==> src/rtl/tlpt_pkg.sv <==
// Shared constants, codes and control types for the two-level page table.
package tlpt_pkg;

  localparam int PAGE_SHIFT          = 12;
  localparam int SECOND_INDEX_BITS   = 6;
  localparam int FIRST_LEVEL_ENTRIES = 16;

  localparam int VADDR_W = 32;
  localparam int DATA_W  = 32;
  localparam int OP_W    = 2;

  localparam int SECOND_LEVEL_ENTRIES = 1 << SECOND_INDEX_BITS;
  localparam int TABLE_DEPTH          = FIRST_LEVEL_ENTRIES * SECOND_LEVEL_ENTRIES;
  localparam int SLOT_W               = $clog2(TABLE_DEPTH);

  // The valid map is kept as words of up to 32 bits; a word never spans two
  // second-level tables, so the word count is exact.
  localparam int WORD_BITS = (SECOND_INDEX_BITS < 5) ? SECOND_INDEX_BITS : 5;
  localparam int WORD_W    = 1 << WORD_BITS;
  localparam int NWORDS    = TABLE_DEPTH >> WORD_BITS;
  localparam int WIDX_W    = SLOT_W - WORD_BITS;

  localparam int IN_TDATA_W  = 64;
  localparam int OUT_PAY_W   = 1 + DATA_W + VADDR_W;
  localparam int OUT_TDATA_W = ((OUT_PAY_W + 7) / 8) * 8;

  typedef logic [OP_W-1:0] op_t;

  localparam op_t OP_ADD       = 2'd0;
  localparam op_t OP_LOOKUP    = 2'd1;
  localparam op_t OP_REMOVE    = 2'd2;
  localparam op_t OP_FIND_NEXT = 2'd3;

  typedef struct packed {
    logic acc;        // take the request, read its map word and entry
    logic clr_wr;     // clear the current map word, advance
    logic scan_next;  // read the following map word
    logic load;       // load the result register, commit writes
  } dp_cmd_t;

  typedef struct packed {
    logic last_word;
    logic hit;
    logic is_find;
    logic oor;
  } dp_sts_t;

endpackage

==> src/rtl/tlpt_ctrl.sv <==
// Controller: clearing pass, request acceptance, scan sequencing and result valid.
module tlpt_ctrl (
  input  logic              clk,
  input  logic              rst_n,
  input  logic              in_tvalid,
  output logic              in_tready,
  output logic              out_tvalid,
  input  logic              out_tready,
  input  tlpt_pkg::dp_sts_t sts,
  output tlpt_pkg::dp_cmd_t cmd
);

  localparam logic [1:0] ST_CLEAR = 2'd0;
  localparam logic [1:0] ST_IDLE  = 2'd1;
  localparam logic [1:0] ST_CHECK = 2'd2;

  logic [1:0] state_r, state_nxt;
  logic       out_valid_r, out_valid_nxt;
  logic       out_free;
  logic       done;

  assign out_free = !out_valid_r || out_tready;
  // A request finishes once its answer is known: error, not a search, hit or table end.
  assign done     = sts.oor || !sts.is_find || sts.hit || sts.last_word;

  always_comb begin
    state_nxt = state_r;
    cmd       = '0;
    in_tready = 1'b0;
    case (state_r)
      ST_CLEAR: begin
        cmd.clr_wr = 1'b1;
        if (sts.last_word) begin
          state_nxt = ST_IDLE;
        end
      end
      ST_IDLE: begin
        in_tready = 1'b1;
        if (in_tvalid) begin
          cmd.acc   = 1'b1;
          state_nxt = ST_CHECK;
        end
      end
      ST_CHECK: begin
        if (!done) begin
          cmd.scan_next = 1'b1;
        end else if (out_free) begin
          cmd.load  = 1'b1;
          state_nxt = ST_IDLE;
        end
      end
      default: begin
        state_nxt = ST_IDLE;
      end
    endcase
  end

  assign out_valid_nxt = cmd.load || (out_valid_r && !out_tready);

  always_ff @(posedge clk) begin
    if (!rst_n) begin
      state_r     <= ST_CLEAR;
      out_valid_r <= 1'b0;
    end else begin
      state_r     <= state_nxt;
      out_valid_r <= out_valid_nxt;
    end
  end

  assign out_tvalid = out_valid_r;

endmodule

==> config.mk <==
export PLATFORM = sky130hd
export DESIGN_NAME = tlpt_ctrl
export DESIGN_NICKNAME = d
export VERILOG_FILES = /design/src/rtl/tlpt_pkg.sv /design/src/rtl/tlpt_ctrl.sv
export SDC_FILE = /design/constraint.sdc
export NUM_CORES = 1
export LEC_CHECK = 0
export BUFFER_PORTS_ARGS = -buffer_cell sky130_fd_sc_hd__buf_4
export CORE_AREA = 2 2 39 41
export CTS_BUF_LIST = sky130_fd_sc_hd__clkbuf_4 sky130_fd_sc_hd__clkbuf_8
export DETAILED_ROUTE_END_ITERATION = 8
export DIE_AREA = 0 0 41 43
export GPL_TIMING_DRIVEN = 0
export SYNTH_ARGS = -nofsm -noshare
export SYNTH_HDL_FRONTEND = slang
export SYNTH_SLANG_ARGS = --single-unit
==> constraint.sdc <==
create_clock -name clk -period 4 [get_ports clk]
set_clock_uncertainty 0.2 [all_clocks]
set_input_delay 0.6 -clock clk [delete_from_list [all_inputs] [get_ports clk]]
set_output_delay 0.6 -clock clk [all_outputs]
set_load 0.02 [all_outputs]
# Yosys cells after proc, flatten, opt, wreduce, memory -nomap -nowiden
# Cells that the tools add are included.
[op_classes] n_mux=13 n_reduce_logical=11 eq_ne=6
[ops] op="2-bit two-way mux" count=5
[ops] op="2-bit inequality test (second input constant)" count=4
[ops] op="1-bit two-way mux" count=7
[ops] op="2-bit case mux with 3 select lines" count=1
[ops] op="1-bit logical OR" count=5
[ops] op="4-bit AND reduction" count=1
[ops] op="1-bit zero test" count=3
[ops] op="2-bit by 1-bit equality test with 1-bit output (second input constant)" count=1
[ops] op="2-bit equality test (second input constant)" count=1
[ops] op="2-bit zero test" count=1
[ops] op="1-bit logical AND" count=1
[word_totals] register_bits=3 word_cells=32 out_inout_bits=6 in_bits=8

# Logic depth before layout (Yosys ltp)
[logic_depth] depth_word=7 ltp_mapped=3 ltp_nobuf=3

# Worst setup path after synthesis
# Ideal clock, no wire load.
[synth_timing] path_kind="input to output" startpoint="in sts[0] (netlist name)" endpoint="out cmd[1] (netlist name)" path_buffers=0 slack_ps=1769 arrival_time_ps=1431 required_ps=3200 cell_stages=2 path_cell_list="or4b_4 > nor2_1"
[synth_rtl] element="start: declaration" line_no="tlpt_ctrl.sv:9" rtl="input tlpt_pkg::dp_sts_t sts,"
[synth_rtl] element="end: declaration" line_no="tlpt_ctrl.sv:10" rtl="output tlpt_pkg::dp_cmd_t cmd"

==> reports/metrics.cfg <==
[finish]
area_delta_synth_final_pct = 86.77
regArea_sq_um = 60.06
multi_input_area_sq_um = 110.1
final_cell_area_sq_um = 317.8
fin_nets = 43
final_util_pct = 22.97
fill_cells = 162
diodes = 0
drive_gt1_share_pct = 61.76

[die]
fp-row-count = 14
fp.dieW_um = 41
die-height_um = 43
core_area_sq_mm = 0.001384
initial_core_util_pct = 12.30
io_pins = 14
die_area_sq_mm = 0.001763

[clock_network]
clockRootBuffer = clkbuf_4
path_clk_slew_ns = 0.04
cts_hold_buf = 0
cts_made_buffers = 3
cts_resized = 0
ctsHtreeMaxLevel = 1
clk_latency_ns = 0.23
cts_buffer_depth = 2
cts_sinks = 3
cts_setup_buffers = 0
cts_tree = built

[global_routing]
grt.overflow.total = 0
grt_pass1_vias = 158
grt_max_degree = 5
grt_usage_pct = 4.814
antenna_found_initial = 0
grt_first_pass_wirelength_um = 469

[routing]
routed_wl_um = 391
wl_per_cell_um = 7.820
routed_via_density = 3.660
antenna_left = 0
vias = 183
dr.pass1.iters = 1
drcViolationCount = 0
first_iter_violations = 0

[timing]
rsz0062_at_grt = no
setup_viol = 0
relSlewSlack_pct = 85.75
finalMaxSlewViolations = 0
final_hold_viol_count = 0
finalCritPeriodShare_pct = 59.00
period_needed_ns = 2.360
setup_tns_ns = 0
finalWorstSetupSlack_ns = 1.640
fmax_mhz = 423.7
worstMarginPinSlew_ns = 0.2107

[placement]
placed_cell_area_sq_um = 287.8
portBuffers = 13
dp_hpwl_um = 335.6
post-place-ws_ns = 1.635
gp_congestion = 0.5510

[logic_synthesis]
synth.top_cell.area_share_pct = 35.29
ys_types = 13
synth_xor_area_share_pct = 0
synth_compound_area_share_pct = 11.76
synthSimpleGateAreaFrac_pct = 52.94
yosys.area_share.adder_pct = 0
syn_nets = 25
ys_ff_latch = 3
ys_top_cells_by_area = dfxtp_1, nor3b_4, o21a_1
yosysTopAreaCell = dfxtp_1
synthMuxAreaShare_pct = 0
synth_top_family_by_area = simple AND/OR/NAND/NOR gates
seq_area_frac_synth_pct = 35.29
postSynthCellCount = 17
post_synth_instance_area_sq_um = 170.2
yosys_warnings = 0
syn-mean-instance-area_sq_um = 10.01

[setup_path]
path_cells = buf_4, or4b_4, nor3b_4, buf_4
worstPathArrival_ns = 1.56
crit_slowest_cell = or4b_4
cp-end-kind = output port
critPathKind = input pin to output port
critical-path-max-stage-delay_ns = 0.54
cpMostUsedCell = buf_4
critical_path_required_ns = 3.20
start_kind = input pin
crit_fanout = 3

[power]
p_total_mw = 0.1142
ir_worst_vdd_v = 0.00007575
p_leak_nw = 0.1418
powerDensity_mw_per_mm2 = 359.3

[run]
cap_violations = 0

[hold_path]
hold_class = input pin to register

[status]
outcome = finished, final reports clean

[state kept, by name (all words and copies together), names as in the netlist]
register / flops
state_r: 2
out_tvalid: 1
[where the power goes]
part	switching [mW]	total, mW	internal (mW)
logic	0.00932	0.0216	0.0123
clock network	0.0155	0.0596	0.0441
registers	0.00121	0.0330	0.0318
[cell families (layout without fill, tap and decap cells)]
logic type             Yosys count  in the layout
AND/OR/NAND/NOR                 11             11
AO/OA/AOI/OAI                    3              3
flip-flops                       3              3
buffers and inverters            0             17
[final cells by class]
class / count / area share (%)
clock buffers: 4 / 9.449
multi-input cells: 14 / 34.65
flip-flops and latches: 3 / 18.90
well taps: 16 / 6.299
repair buffers: 13 / 30.71
[worst paths after layout]
kind              startpoint         end  slack, ns  cells after the start
setup / recovery      sts[0]      cmd[0]       1.64                      4
hold reg to reg   state_r[1]  state_r[0]       0.41                      2
hold / removal         rst_n  state_r[1]       0.39                      2
setup reg to reg  state_r[1]  state_r[0]       2.74                      3
[cells in the mapped netlist (all sizes together)]
library cell  number
or2b               1
and2               1
o21a               2
and2b              1
nor2b              1
nor4b              1
nor2               2
nor3               1
or4b               1
nor3b              1
dfxtp              3
a21oi              1
nand2b             1
[metal layers]
layer / part of all wire [%] / vias up / wire [um] / track usage, %
met2: 58 / 7 / 225 / 6.875
met3: 13 / 0 / 51 / 3.141
li1: - / 94 / - / -
met5: 0 / - / 0 / 0
met4: 0 / 0 / 0 / 8.000
met1: 29 / 82 / 114 / 2.564
[critical path: cells and delay by family]
kind                   cells  cell delay (ns)
buffers and inverters      2             0.26
and+or+nand+nor            2             0.71
[layout by cell type, fill, tap and decap left out, drive strengths merged]
cell type / n
a21oi: 1
and2: 1
and2b: 1
buf: 13
clkbuf: 4
dfxtp: 3
nand2b: 1
nor2: 2
nor2b: 1
nor3: 1
nor3b: 1
nor4b: 1
o21a: 2
or2b: 1
or4b: 1
[through the flow]
| stage | hold slack (ns) | std cells |
|---|---|---|
| final | 0.3886 | 50 |
| after global routing | 0.3862 | 50 |
| after CTS | 0.3820 | 50 |
| after detailed placement | 0.4196 | 46 |
| after global placement | 0.4041 | 46 |
| after floorplan | 0.3753 | 17 |
(Power assumes the default switching activity.)
